## src/rtl/hsvg_pkg.sv

```systemverilog
// ----------------------------------------------------------------------------
// hsvg_pkg: shared types and constants for the hsv to grb converter
// Hue sector codes, reciprocal constants and the stage-to-stage payloads.
// ----------------------------------------------------------------------------
`default_nettype none

package hsvg_pkg;

	// hue sector: which channel holds chroma and which one ramps
	typedef enum logic [2:0] {
		SEC_RISE_G = 3'd0,  // red = chroma, green rises
		SEC_FALL_R = 3'd1,  // green = chroma, red falls
		SEC_RISE_B = 3'd2,  // green = chroma, blue rises
		SEC_FALL_G = 3'd3,  // blue = chroma, green falls
		SEC_RISE_R = 3'd4,  // blue = chroma, red rises
		SEC_FALL_B = 3'd5   // red = chroma, blue falls
	} sector_t;

	// upper hue bound of each sector
	localparam logic [7:0] HUE_END_0 = 8'd43;
	localparam logic [7:0] HUE_END_1 = 8'd85;
	localparam logic [7:0] HUE_END_2 = 8'd128;
	localparam logic [7:0] HUE_END_3 = 8'd171;
	localparam logic [7:0] HUE_END_4 = 8'd213;
	localparam logic [7:0] HUE_END_5 = 8'd255;
	// start of the rising sectors
	localparam logic [7:0] HUE_START_2 = 8'd86;
	localparam logic [7:0] HUE_START_4 = 8'd172;

	// x / 43 and x / 42 as (x * RECIP) >> RECIP_SHIFT, exact for x <= 255 * 43
	localparam int unsigned RECIP_SHIFT = 19;
	localparam logic [13:0] RECIP_43    = 14'd12193;
	localparam logic [13:0] RECIP_42    = 14'd12484;

	typedef struct packed {
		sector_t     sector;
		logic [5:0]  offset;
		logic [7:0]  chroma;
		logic [7:0]  base;
		logic [7:0]  value;
	} chroma_t;

	typedef struct packed {
		sector_t     sector;
		logic [7:0]  ramp;
		logic [7:0]  base;
		logic [7:0]  value;
	} ramp_t;

endpackage

`default_nettype wire

```

## src/rtl/hsvg_pix_if.sv

```systemverilog
// ----------------------------------------------------------------------------
// hsvg_pix_if: hsv pixel channel
// Valid/ready channel carrying one hue, saturation, brightness word.
// ----------------------------------------------------------------------------
`default_nettype none

interface hsvg_pix_if;
	logic       valid;
	logic       ready;
	logic [7:0] hue;
	logic [7:0] saturation;
	logic [7:0] brightness;

	modport source (output valid, output hue, output saturation, output brightness,
		input ready);
	modport sink (input valid, input hue, input saturation, input brightness,
		output ready);
endinterface

`default_nettype wire

```

## src/rtl/hsvg_grb_if.sv

```systemverilog
// ----------------------------------------------------------------------------
// hsvg_grb_if: grb pixel channel
// Valid/ready channel carrying one green, red, blue word.
// ----------------------------------------------------------------------------
`default_nettype none

interface hsvg_grb_if;
	logic       valid;
	logic       ready;
	logic [7:0] green;
	logic [7:0] red;
	logic [7:0] blue;

	modport source (output valid, output green, output red, output blue, input ready);
	modport sink (input valid, input green, input red, input blue, output ready);
endinterface

`default_nettype wire

```

## src/rtl/hsvg_chroma.sv

```systemverilog
// ----------------------------------------------------------------------------
// hsvg_chroma: chroma and hue sector stages
// Stage 1 multiplies brightness by saturation and decodes the hue sector,
// stage 2 divides the product by 255 and forms the grey base.
// ----------------------------------------------------------------------------
`default_nettype none

module hsvg_chroma (
	input  wire logic             clk,
	input  wire logic             arst_n,
	input  wire logic             adv,
	input  wire logic             valid,
	input  wire logic [7:0]       hue,
	input  wire logic [7:0]       saturation,
	input  wire logic [7:0]       brightness,
	output logic                  valid_s2,
	output hsvg_pkg::chroma_t     data_s2
);

	hsvg_pkg::sector_t sector;
	logic [7:0]        offset_full;

	logic              valid_s1;
	logic [15:0]       prod_s1;
	hsvg_pkg::sector_t sector_s1;
	logic [5:0]        offset_s1;
	logic [7:0]        value_s1;

	logic [15:0]       div_sum;
	logic [7:0]        chroma;

	always_comb begin
		if (hue <= hsvg_pkg::HUE_END_0) begin
			sector      = hsvg_pkg::SEC_RISE_G;
			offset_full = hue;
		end else if (hue <= hsvg_pkg::HUE_END_1) begin
			sector      = hsvg_pkg::SEC_FALL_R;
			offset_full = hsvg_pkg::HUE_END_1 - hue;
		end else if (hue <= hsvg_pkg::HUE_END_2) begin
			sector      = hsvg_pkg::SEC_RISE_B;
			offset_full = hue - hsvg_pkg::HUE_START_2;
		end else if (hue <= hsvg_pkg::HUE_END_3) begin
			sector      = hsvg_pkg::SEC_FALL_G;
			offset_full = hsvg_pkg::HUE_END_3 - hue;
		end else if (hue <= hsvg_pkg::HUE_END_4) begin
			sector      = hsvg_pkg::SEC_RISE_R;
			offset_full = hue - hsvg_pkg::HUE_START_4;
		end else begin
			sector      = hsvg_pkg::SEC_FALL_B;
			offset_full = hsvg_pkg::HUE_END_5 - hue;
		end
	end

	always_ff @(posedge clk or negedge arst_n) begin
		if (!arst_n) begin
			valid_s1 <= 1'b0;
			valid_s2 <= 1'b0;
		end else if (adv) begin
			valid_s1 <= valid;
			valid_s2 <= valid_s1;
		end
	end

	always_ff @(posedge clk) begin
		if (adv) begin
			prod_s1   <= {8'd0, brightness} * {8'd0, saturation};
			sector_s1 <= sector;
			offset_s1 <= offset_full[5:0];
			value_s1  <= brightness;
		end
	end

	// exact divide by 255 for the 8-bit by 8-bit product
	assign div_sum = prod_s1 + {8'd0, prod_s1[15:8]} + 16'd1;
	assign chroma  = div_sum[15:8];

	always_ff @(posedge clk) begin
		if (adv) begin
			data_s2.sector <= sector_s1;
			data_s2.offset <= offset_s1;
			data_s2.chroma <= chroma;
			data_s2.base   <= value_s1 - chroma;
			data_s2.value  <= value_s1;
		end
	end

endmodule

`default_nettype wire

```

## src/rtl/hsvg_ramp.sv

```systemverilog
// ----------------------------------------------------------------------------
// hsvg_ramp: ramp channel stages
// Stage 3 multiplies chroma by the sector offset, stage 4 divides by 43 or
// 42 through a reciprocal multiply.
// ----------------------------------------------------------------------------
`default_nettype none

module hsvg_ramp (
	input  wire logic              clk,
	input  wire logic              arst_n,
	input  wire logic              adv,
	input  wire logic              valid_s2,
	input  wire hsvg_pkg::chroma_t data_s2,
	output logic                   valid_s4,
	output hsvg_pkg::ramp_t        data_s4
);

	logic              valid_s3;
	logic [13:0]       prod_s3;
	hsvg_pkg::sector_t sector_s3;
	logic [7:0]        base_s3;
	logic [7:0]        value_s3;

	logic [13:0]       recip;
	logic [27:0]       scaled;

	always_ff @(posedge clk or negedge arst_n) begin
		if (!arst_n) begin
			valid_s3 <= 1'b0;
			valid_s4 <= 1'b0;
		end else if (adv) begin
			valid_s3 <= valid_s2;
			valid_s4 <= valid_s3;
		end
	end

	always_ff @(posedge clk) begin
		if (adv) begin
			prod_s3   <= {6'd0, data_s2.chroma} * {8'd0, data_s2.offset};
			sector_s3 <= data_s2.sector;
			base_s3   <= data_s2.base;
			value_s3  <= data_s2.value;
		end
	end

	// red ramps are divided by 42, the others by 43
	always_comb begin
		case (sector_s3) inside
			hsvg_pkg::SEC_FALL_R, hsvg_pkg::SEC_RISE_R: recip = hsvg_pkg::RECIP_42;
			default:                                    recip = hsvg_pkg::RECIP_43;
		endcase
	end

	assign scaled = {14'd0, prod_s3} * {14'd0, recip};

	always_ff @(posedge clk) begin
		if (adv) begin
			data_s4.sector <= sector_s3;
			data_s4.ramp   <= scaled[hsvg_pkg::RECIP_SHIFT +: 8];
			data_s4.base   <= base_s3;
			data_s4.value  <= value_s3;
		end
	end

endmodule

`default_nettype wire

```

## src/rtl/hsvg_mix.sv

```systemverilog
// ----------------------------------------------------------------------------
// hsvg_mix: channel assembly and output register
// Adds the grey base to the ramp and routes value, ramp and base to green,
// red and blue by hue sector.
// ----------------------------------------------------------------------------
`default_nettype none

module hsvg_mix (
	input  wire logic            clk,
	input  wire logic            arst_n,
	input  wire logic            adv,
	input  wire logic            valid_s4,
	input  wire hsvg_pkg::ramp_t data_s4,
	output logic                 valid_s5,
	output logic [7:0]           green_s5,
	output logic [7:0]           red_s5,
	output logic [7:0]           blue_s5
);

	logic [7:0] ramp_full;
	logic [7:0] green;
	logic [7:0] red;
	logic [7:0] blue;

	// chroma plus base is the brightness itself
	assign ramp_full = data_s4.ramp + data_s4.base;

	always_comb begin
		unique case (data_s4.sector)
			hsvg_pkg::SEC_RISE_G: begin
				red = data_s4.value; green = ramp_full; blue = data_s4.base;
			end
			hsvg_pkg::SEC_FALL_R: begin
				red = ramp_full; green = data_s4.value; blue = data_s4.base;
			end
			hsvg_pkg::SEC_RISE_B: begin
				red = data_s4.base; green = data_s4.value; blue = ramp_full;
			end
			hsvg_pkg::SEC_FALL_G: begin
				red = data_s4.base; green = ramp_full; blue = data_s4.value;
			end
			hsvg_pkg::SEC_RISE_R: begin
				red = ramp_full; green = data_s4.base; blue = data_s4.value;
			end
			default: begin
				red = data_s4.value; green = data_s4.base; blue = ramp_full;
			end
		endcase
	end

	always_ff @(posedge clk or negedge arst_n) begin
		if (!arst_n) begin
			valid_s5 <= 1'b0;
		end else if (adv) begin
			valid_s5 <= valid_s4;
		end
	end

	always_ff @(posedge clk) begin
		if (adv) begin
			green_s5 <= green;
			red_s5   <= red;
			blue_s5  <= blue;
		end
	end

endmodule

`default_nettype wire

```

## src/rtl/hsv_to_grb_8bit_top.sv

```systemverilog
// ----------------------------------------------------------------------------
// hsv_to_grb_8bit_top: 8-bit hsv to grb pixel converter
// Five-stage pipeline turning one hsv pixel into green, red and blue.
// ----------------------------------------------------------------------------
// usage:
//   pix carries hue, saturation and brightness; grb returns green, red, blue.
//   a word is taken on pix when valid and ready are both high, and one grb
//   word comes out for every pix word, in order.
// path: an accepted word moves through the s1, s2, s3, s4 and s5 registers;
//   grb.valid rises once it reaches s5, the output register.
// throughput: one pixel per clock unless the output stalls; the stages are the
//   brightness by saturation multiply, the divide by 255, the chroma by offset
//   multiply, the reciprocal divide by 43 or 42, and the channel mux into the
//   output register.
// stall: all stages advance together; while grb.valid is high and grb.ready
//   low the pipeline holds and pix.ready drops, so nothing is lost or sent
//   twice. holes in the pipeline move on with the words and are not squeezed out.
// reset: arst_n clears every valid bit at once; the block can take a word as
//   soon as reset is released.
// ----------------------------------------------------------------------------
`default_nettype none

module hsv_to_grb_8bit_top (
	input  wire logic   clk,
	input  wire logic   arst_n,
	hsvg_pix_if.sink    pix,
	hsvg_grb_if.source  grb
);

	logic              adv;
	logic              valid_s2;
	hsvg_pkg::chroma_t data_s2;
	logic              valid_s4;
	hsvg_pkg::ramp_t   data_s4;

	// pipeline moves whenever the output register is empty or being read
	assign adv       = !grb.valid || grb.ready;
	assign pix.ready = adv;

	hsvg_chroma u_chroma (
		.clk        (clk),
		.arst_n     (arst_n),
		.adv        (adv),
		.valid      (pix.valid),
		.hue        (pix.hue),
		.saturation (pix.saturation),
		.brightness (pix.brightness),
		.valid_s2   (valid_s2),
		.data_s2    (data_s2)
	);

	hsvg_ramp u_ramp (
		.clk      (clk),
		.arst_n   (arst_n),
		.adv      (adv),
		.valid_s2 (valid_s2),
		.data_s2  (data_s2),
		.valid_s4 (valid_s4),
		.data_s4  (data_s4)
	);

	hsvg_mix u_mix (
		.clk      (clk),
		.arst_n   (arst_n),
		.adv      (adv),
		.valid_s4 (valid_s4),
		.data_s4  (data_s4),
		.valid_s5 (grb.valid),
		.green_s5 (grb.green),
		.red_s5   (grb.red),
		.blue_s5  (grb.blue)
	);

endmodule

`default_nettype wire

```

## src/flat_wrapper.sv

```systemverilog
// flat-port wrapper written by rule: the top's interface ports become plain ports
module hsv_to_grb_8bit_top_flat 
  (clk, arst_n, pix_valid, pix_hue, pix_saturation, pix_brightness, pix_ready, grb_valid, grb_green, grb_red, grb_blue, grb_ready);
  hsvg_pix_if pix_i ();
  hsvg_grb_if grb_i ();
  input  wire logic clk;
  input  wire logic arst_n;
  input wire logic [$bits(pix_i.valid)-1:0] pix_valid;
  input wire logic [$bits(pix_i.hue)-1:0] pix_hue;
  input wire logic [$bits(pix_i.saturation)-1:0] pix_saturation;
  input wire logic [$bits(pix_i.brightness)-1:0] pix_brightness;
  output wire logic [$bits(pix_i.ready)-1:0] pix_ready;
  output wire logic [$bits(grb_i.valid)-1:0] grb_valid;
  output wire logic [$bits(grb_i.green)-1:0] grb_green;
  output wire logic [$bits(grb_i.red)-1:0] grb_red;
  output wire logic [$bits(grb_i.blue)-1:0] grb_blue;
  input wire logic [$bits(grb_i.ready)-1:0] grb_ready;
  assign pix_i.valid = pix_valid;
  assign pix_i.hue = pix_hue;
  assign pix_i.saturation = pix_saturation;
  assign pix_i.brightness = pix_brightness;
  assign pix_ready = pix_i.ready;
  assign grb_valid = grb_i.valid;
  assign grb_green = grb_i.green;
  assign grb_red = grb_i.red;
  assign grb_blue = grb_i.blue;
  assign grb_i.ready = grb_ready;
  hsv_to_grb_8bit_top u_core (.clk(clk), .arst_n(arst_n), .pix(pix_i), .grb(grb_i));
endmodule
```

## config.mk

```make
export PLATFORM = sky130hd
export DESIGN_NAME = hsv_to_grb_8bit_top_flat
export DESIGN_NICKNAME = d
export VERILOG_FILES = /design/src/rtl/hsvg_pkg.sv /design/src/rtl/hsvg_pix_if.sv /design/src/rtl/hsvg_grb_if.sv /design/src/rtl/hsvg_chroma.sv /design/src/rtl/hsvg_ramp.sv /design/src/rtl/hsvg_mix.sv /design/src/rtl/hsv_to_grb_8bit_top.sv /design/src/flat_wrapper.sv
export SDC_FILE = /design/constraint.sdc
export NUM_CORES = 1
export LEC_CHECK = 0
export BUFFER_PORTS_ARGS = -buffer_cell sky130_fd_sc_hd__buf_2
export CORE_UTILIZATION = 52
export DETAILED_ROUTE_END_ITERATION = 7
export PLACE_DENSITY = 0.71
export SYNTH_ARGS = -nofsm -noshare
export SYNTH_HDL_FRONTEND = slang
export SYNTH_HIERARCHICAL = 1
export SYNTH_SLANG_ARGS = --single-unit
```

## constraint.sdc

```tcl
create_clock -name clk -period 5.8 [get_ports clk]
set_clock_uncertainty 0.15 [all_clocks]
set_input_delay 0.58 -clock clk [delete_from_list [all_inputs] [get_ports clk]]
set_output_delay 0.58 -clock clk [all_outputs]
set_load 0.05 [all_outputs]
```

==> impl_metrics.py, run 1 <==
metrics = {
    "placement": {
        "dp_cells": 1720,
        "port_buffers": 53,
        "place_hpwl_um": 22100,
        "gp_congestion": 0.930,
        "place_area_um2": 15300,
    },
    "synth": {
        "postSynthCellCount": 1291,
        "ys_types": 84,
        "ys_warn_count": 6,
        "yosys-top-cells-count": "inv_1, ha_1, edfxtp_1",
        "netlist.area_leader.share": 0.315,
        "synth.largest_area_cell": "edfxtp_1",
        "synthesis.area_um2": 14300,
        "ys_top_cells_by_area": "edfxtp_1, fa_1, ha_1",
        "synth_seq_cells": 155,
        "synth_ff_type": "edfxtp_1",
        "yosysMostFrequentCell": "inv_1",
        "ys_seq_area_frac": 0.324,
        "synthArstFlopShare": 0.0323,
        "synth_edf_count": 150,
        "syn_area_per_cell_um2": 11.1,
    },
    "critical_path": {
        "crit_arrival_ns": 5.94,
        "worst_path_max_delay_cell": "fa_1",
        "critPathTopFamily": "adder cells",
        "required_ns": 5.83,
        "path_cells": "xor2_1 -> buf_4 -> nor2b_4 -> buf_4 -> buf_4 -> and2_4 -> fa_2 -> fa_1 -> fa_1 -> fa_1 -> fa_1 -> ha_1 -> ha_4 -> nand4_1 -> nor2_1 -> o211ai_2 -> buf_4 -> a21bo_4 -> and2b_1 -> xnor2_1",
        "slowest_delay_ns": 0.59,
        "end_kind": "flip-flop",
        "critical_path_peak_fanout": 6,
        "timing.critical_path.buf_inv": 4,
        "criticalPathCategory": "reg2reg",
        "start_kind": "flip-flop",
    },
    "floorplan": {
        "core-area_um2": 27000,
        "io_pins": 54,
        "die_w_um": 168,
        "die_y_um": 168,
        "num_rows": 60,
        "dieArea_um2": 28200,
        "initial_core_util": 0.531,
    },
    "timing": {
        "max_freq_mhz": 169,
        "maxSlewViolCount": 0,
        "worst_pin_slew_ns": 1.30,
        "tns_ns": -0.362,
        "max-slew-margin-rel": 0.129,
        "hold_viol": 0,
        "rsz0062_at_grt": "true",
        "min_period_ns": 5.91,
        "hold_slack_ns": 0.239,
        "timing.final.crit_share": 1.02,
        "fin_ws_ns": -0.108,
        "setup_violations": 5,
    },
    "flow_run": {
        "max-cap-violations": 0,
    },
    "route": {
        "num_vias": 9416,
        "ant_nets": 0,
        "drc_errors": 0,
        "drt_iter0_markers": 494,
        "wl_per_cell_um": 15.8,
        "viasPerCell": 5.34,
        "drt_wl_total_um": 27900,
        "first_pass_iters": 5,
    },
    "cts": {
        "clockRootBuffer": "clkbuf_16",
        "cts_buffers": 17,
        "clkTransAtPathRegs_ns": 0.06,
        "clk-insertion-delay-late_ns": 0.43,
        "clockBufferDepth": 2,
        "tritoncts": "done",
        "h-tree-depth": 4,
        "clock-sinks": 155,
    },
    "outcome": {
        "violations": "negative setup slack",
        "outcome": "finished with violations",
    },
    "global_routing": {
        "grt_pass1_wl_um": 46800,
        "grt_pass1_vias": 9711,
        "antenna_found_initial": 0,
        "grt_use_total": 0.209,
        "gr-total-overflow": 0,
        "grt_start_max_net_pins": 86,
    },
    "finish": {
        "antenna_cells": 0,
        "layout-drive-gt1-share": 0.167,
        "area_growth_pct": 13.1,
        "fin_cells": 1763,
        "final_area_um2": 16200,
        "final_nets": 1747,
    },
    "hold_path": {
        "hp-class": "in2reg",
    },
}
==> worst reg2reg max path: cells and delay by family, from the launching register on <==
family	cells	cell delay [ns]
flops	1	0.40
buf+inv	4	0.56
xor+xnor	2	0.33
simple gates	5	0.80
fa+ha+maj	7	3.07
compound gates	2	0.34
==> layer usage <==
metal | share of wire | vias to the layer above | global-route usage | wire (um)
li1 | - | 4621 | - | -
met1 | 0.46 | 4600 | 0.279 | 12800
met2 | 0.50 | 170 | 0.360 | 13900
met3 | 0.027 | 25 | 0.0252 | 750
met4 | 0.014 | 0 | 0.0590 | 394
met5 | 0 | - | 0 | 0
==> through the flow <==
stage	setup slack, ns	utilization
finish	-0.108	0.600
global route	-0.336	0.600
CTS	-0.112	0.593
detailed placement	-0.247	0.567
global placement	-0.0887	0.567
floorplan	0.00384	-
==> cell usage in the layout (no fill, tap or decap), drive strengths merged, types with 7 or more instances in the layout <==
cell type | synthesis | layout
a211oi | 9 | 9
a21o | 15 | 15
a21oi | 50 | 50
a22oi | 7 | 7
and2 | 79 | 79
buf | 5 | 110
clkbuf | 10 | 22
edfxtp | 150 | 150
fa | 143 | 143
ha | 167 | 167
inv | 214 | 217
mux2i | 10 | 10
nand2 | 108 | 108
nand2b | 7 | 7
nand3 | 10 | 10
nor2 | 55 | 55
nor2b | 17 | 17
nor3 | 11 | 11
o211ai | 11 | 11
o21a | 8 | 8
o21ai | 37 | 37
o22ai | 10 | 10
xnor2 | 41 | 41
xor2 | 18 | 18
==> final timing paths <==
path / from / endpoint / depth (start not counted) / slack (ns)
worst max-delay path: u_core/u_ramp/sector_s3[0]$_DFFE_PP_ / u_core/u_ramp/data_s4[21]$_DFFE_PP_ / 20 / -0.11
max in group asynchronous: arst_n / u_core/u_ramp/valid_s4$_DFFE_PN0P_ / 2 / 5.00
worst max register to register: u_core/u_ramp/sector_s3[0]$_DFFE_PP_ / u_core/u_ramp/data_s4[21]$_DFFE_PP_ / 20 / -0.11
worst min register to register: u_core/u_chroma/offset_s1[1]$_DFFE_PP_ / u_core/u_chroma/data_s2[25]$_DFFE_PP_ / 0 / 0.27
worst min-delay path: pix_valid / u_core/u_chroma/valid_s1$_DFFE_PN0P_ / 2 / 0.24
min in group asynchronous: arst_n / u_core/u_chroma/valid_s2$_DFFE_PN0P_ / 2 / 0.36
==> layout make-up <==
cell class | instances | area, um2
Tap cell | 341 | 427
Timing Repair Buffer | 111 | 714
Fill cell | 2154 | 10800
Multi-Input combinational cell | 910 | 9040
Clock buffer | 22 | 474
Sequential cell | 155 | 4630
Inverter | 214 | 803
Clock inverter | 10 | 86.3
==> what timing repair did <==
item	4_1_cts	5_1_grt
setup endpoints to repair	8	8
hold buffers	1	0
setup buffers	4	8
pin swaps	28	45
gates resized for setup	22	35
endpoints found under the hold margin	5	0
==> kinds of logic after synthesis <==
group,Yosys count,synth area share
buf+inv,229,0.0631
simple gates,321,0.113
compound gates,198,0.103
fa+ha+maj,310,0.346
other cells,2,0.000525
xor+xnor,61,0.0393
mux,15,0.0109
flops,155,0.324
==> flip-flops by register name, summed over array words and instances (netlist names) <==
name	cells
u_core/u_chroma/offset_s1	6
u_core/u_chroma/valid_s2	1
u_core/u_mix/red_s5	8
u_core/u_ramp/base_s3	8
u_core/u_chroma/value_s1	8
u_core/u_chroma/data_s2	33
u_core/u_chroma/sector_s1	3
u_core/u_ramp/sector_s3	3
u_core/u_ramp/valid_s4	1
u_core/u_ramp/data_s4	27
u_core/u_chroma/valid_s1	1
u_core/u_mix/valid_s5	1
u_core/u_chroma/prod_s1	16
u_core/u_mix/green_s5	8
u_core/u_mix/blue_s5	8
u_core/u_ramp/prod_s3	14
u_core/u_ramp/value_s3	8
u_core/u_ramp/valid_s3	1
Power of run 1 is left out: the tool's default activity adds up to more than one toggle a clock period on the data nets, which glitch-free logic cannot reach.
==> run 2, diff against run 1 <==
--- a/config.mk
+++ b/config.mk
@@ -5,10 +5,10 @@
 export SDC_FILE = /design/constraint.sdc
 export NUM_CORES = 1
 export LEC_CHECK = 0
-export BUFFER_PORTS_ARGS = -buffer_cell sky130_fd_sc_hd__buf_2
 export CORE_UTILIZATION = 52
 export DETAILED_ROUTE_END_ITERATION = 7
-export PLACE_DENSITY = 0.71
+export DONT_BUFFER_PORTS = 1
+export PLACE_DENSITY = 0.7
 export SYNTH_ARGS = -nofsm -noshare
 export SYNTH_HDL_FRONTEND = slang
 export SYNTH_HIERARCHICAL = 1
==> run 2 against run 1 <==
  * The run still ends with negative setup slack left
  * Via count shrank 0.64%
  * Count of clock-buffer cells in the layout shrank 2
  * Setup slack gained 0.049 ns
  * Die area is the same
  * Design area shrank 0.65%
  * Sequential cell count is the same
  * Cell count shrank 2.8%
  * Core utilization shrank 0.39 points
  * Critical endpoint unchanged
  * Highest routed layer unchanged
==> impl_metrics.py, run 2 (synthesis gave the netlist of run 1 again) <==
metrics = {
    "critical_path": {
        "start_kind": "flip-flop",
        "crit_arrival_ns": 5.88,
        "slowest_delay_ns": 0.59,
        "critPathTopFamily": "adder cells",
        "criticalPathCategory": "reg2reg",
        "timing.critical_path.buf_inv": 4,
        "worst_path_max_delay_cell": "fa_1",
        "critical_path_peak_fanout": 5,
        "required_ns": 5.82,
        "end_kind": "flip-flop",
        "path_cells": "xor2_2 -> nand2b_1 -> buf_6 -> buf_6 -> nor2_4 -> fa_2 -> buf_6 -> xor2_1 -> ha_1 -> fa_1 -> fa_1 -> fa_1 -> ha_4 -> ha_4 -> nand4_1 -> nor2_1 -> o211ai_2 -> buf_4 -> a21bo_4 -> and2b_1 -> xnor2_1",
    },
    "hold_path": {
        "hp-class": "in2reg",
    },
    "placement": {
        "port_buffers": 0,
        "place_hpwl_um": 22400,
        "gp_congestion": 0.893,
    },
    "finish": {
        "final_cell_mix": "inv_1, edfxtp_1, ha_1, fa_1, nand2_1",
        "layout_commonest_cell": "inv_1",
        "final_nets": 1698,
        "largest_reg_flops": 33,
        "reg_top3": "u_core/u_chroma/data_s2 (33), u_core/u_ramp/data_s4 (27), u_core/u_chroma/prod_s1 (16)",
        "layout-drive-gt1-share": 0.140,
        "area_growth_pct": 12.4,
        "top_register": "u_core/u_chroma/data_s2",
        "antenna_cells": 0,
        "fillCellCount": 2136,
    },
    "global_routing": {
        "grt_pass1_wl_um": 46900,
        "grt_start_max_net_pins": 57,
        "antenna_found_initial": 0,
        "grt_use_total": 0.211,
        "gr-total-overflow": 0,
        "grt_pass1_vias": 9672,
    },
    "cts": {
        "clockRootBuffer": "clkbuf_16",
        "cts_buffers": 17,
        "tritoncts": "done",
        "clockBufferDepth": 2,
        "h-tree-depth": 4,
        "clock-sinks": 155,
        "clkTransAtPathRegs_ns": 0.06,
        "clk-insertion-delay-late_ns": 0.42,
    },
    "route": {
        "drc_errors": 0,
        "drt_iter0_markers": 454,
        "wl_per_cell_um": 16.5,
        "viasPerCell": 5.46,
        "drt_wl_total_um": 28200,
        "first_pass_iters": 5,
        "num_vias": 9356,
        "ant_nets": 0,
    },
    "floorplan": {
        "die_w_um": 168,
        "core-area_um2": 27000,
        "num_rows": 60,
        "io_pins": 54,
        "initial_core_util": 0.531,
        "dieArea_um2": 28200,
        "die_y_um": 168,
    },
    "timing": {
        "min_period_ns": 5.86,
        "setup_violations": 4,
        "rsz0062_at_grt": "true",
        "maxSlewViolCount": 0,
        "timing.final.crit_share": 1.01,
        "hold_viol": 0,
        "fin_ws_ns": -0.0593,
        "worst_pin_slew_ns": 1.18,
        "max_freq_mhz": 171,
        "hold_slack_ns": 0.0994,
        "max-slew-margin-rel": 0.209,
    },
    "outcome": {
        "violations": "negative setup slack",
        "outcome": "finished with violations",
    },
    "flow_run": {
        "max-cap-violations": 0,
    },
}
[run 2: cell types whose count changed in the layout (fill, tap and decap cells not counted), sizes merged]
cell and delta:
buf -50, bufinv +2, clkinvlp +1, clkbuf -2
inv -2, nor2b +1
[run 2: metal layers]
metal	track usage	vias to the layer above	wire length (um)
met5	0	-	0
met4	0.0650	0	561
met3	0.0296	35	838
met2	0.370	173	14100
met1	0.271	4630	12600
li1	-	4518	-
[run 2: final cells by class]
cell class / instances / area (um2) / share of cell area
clock buffers: 20 / 437 / 0.0272
clock inverters: 11 / 121 / 0.00755
inverters: 214 / 806 / 0.0501
multi-input cells: 911 / 9150 / 0.570
flip-flops and latches: 155 / 4630 / 0.288
well taps: 341 / 427 / 0.0266
repair buffers: 61 / 495 / 0.0308
[run 2: worst reg2reg max path: stages, from the launching register on]
cell      delay [ns]
edfxtp_1        0.43
xor2_2          0.22
nand2b_1        0.16
buf_6           0.18
buf_6           0.12
nor2_4          0.12
fa_2            0.48
buf_6           0.14
xor2_1          0.14
ha_1            0.35
fa_1            0.57
fa_1            0.44
fa_1            0.59
ha_4            0.23
ha_4            0.27
nand4_1         0.09
nor2_1          0.15
o211ai_2        0.12
buf_4           0.17
a21bo_4         0.22
and2b_1         0.16
xnor2_1         0.13
[run 2: per-stage QoR]
step	instances	worst slack, ns	utilization	setup TNS, ns	area, um2
floorplan	1294	0.00384	-	0	14400
global placement	1665	-0.121	0.557	-0.460	15000
detailed placement	1665	-0.259	0.557	-1.38	15000
CTS	1709	-0.0707	0.589	-0.131	15900
global route	1713	-0.261	0.596	-1.33	16100
finish	1713	-0.0593	0.596	-0.135	16100
[run 2: final timing paths]
check	slack (ns)	start	depth (start not counted)	to
worst max-delay path	-0.06	u_core/u_ramp/sector_s3[0]$_DFFE_PP_	21	u_core/u_ramp/data_s4[21]$_DFFE_PP_
worst min-delay path	0.1	pix_brightness[2]	0	u_core/u_chroma/value_s1[2]$_DFFE_PP_
worst max register to register	-0.06	u_core/u_ramp/sector_s3[0]$_DFFE_PP_	21	u_core/u_ramp/data_s4[21]$_DFFE_PP_
worst min register to register	0.27	u_core/u_ramp/value_s3[2]$_DFFE_PP_	0	u_core/u_ramp/data_s4[2]$_DFFE_PP_
max in group asynchronous	5.02	arst_n	1	u_core/u_ramp/valid_s3$_DFFE_PN0P_
min in group asynchronous	0.29	arst_n	1	u_core/u_mix/valid_s5$_DFFE_PN0P_
[run 2: timing repair]
item / 4_1_cts / 5_1_grt
resized for setup: 39 / 29
pin swaps: 51 / 36
hold buffers: 1 / 0
endpoints found under the setup margin: 8 / 8
cloned: 1 / 0
endpoints found under the hold margin: 5 / 0
setup buffers: 11 / 4
Power of run 2 is left out for the same reason.
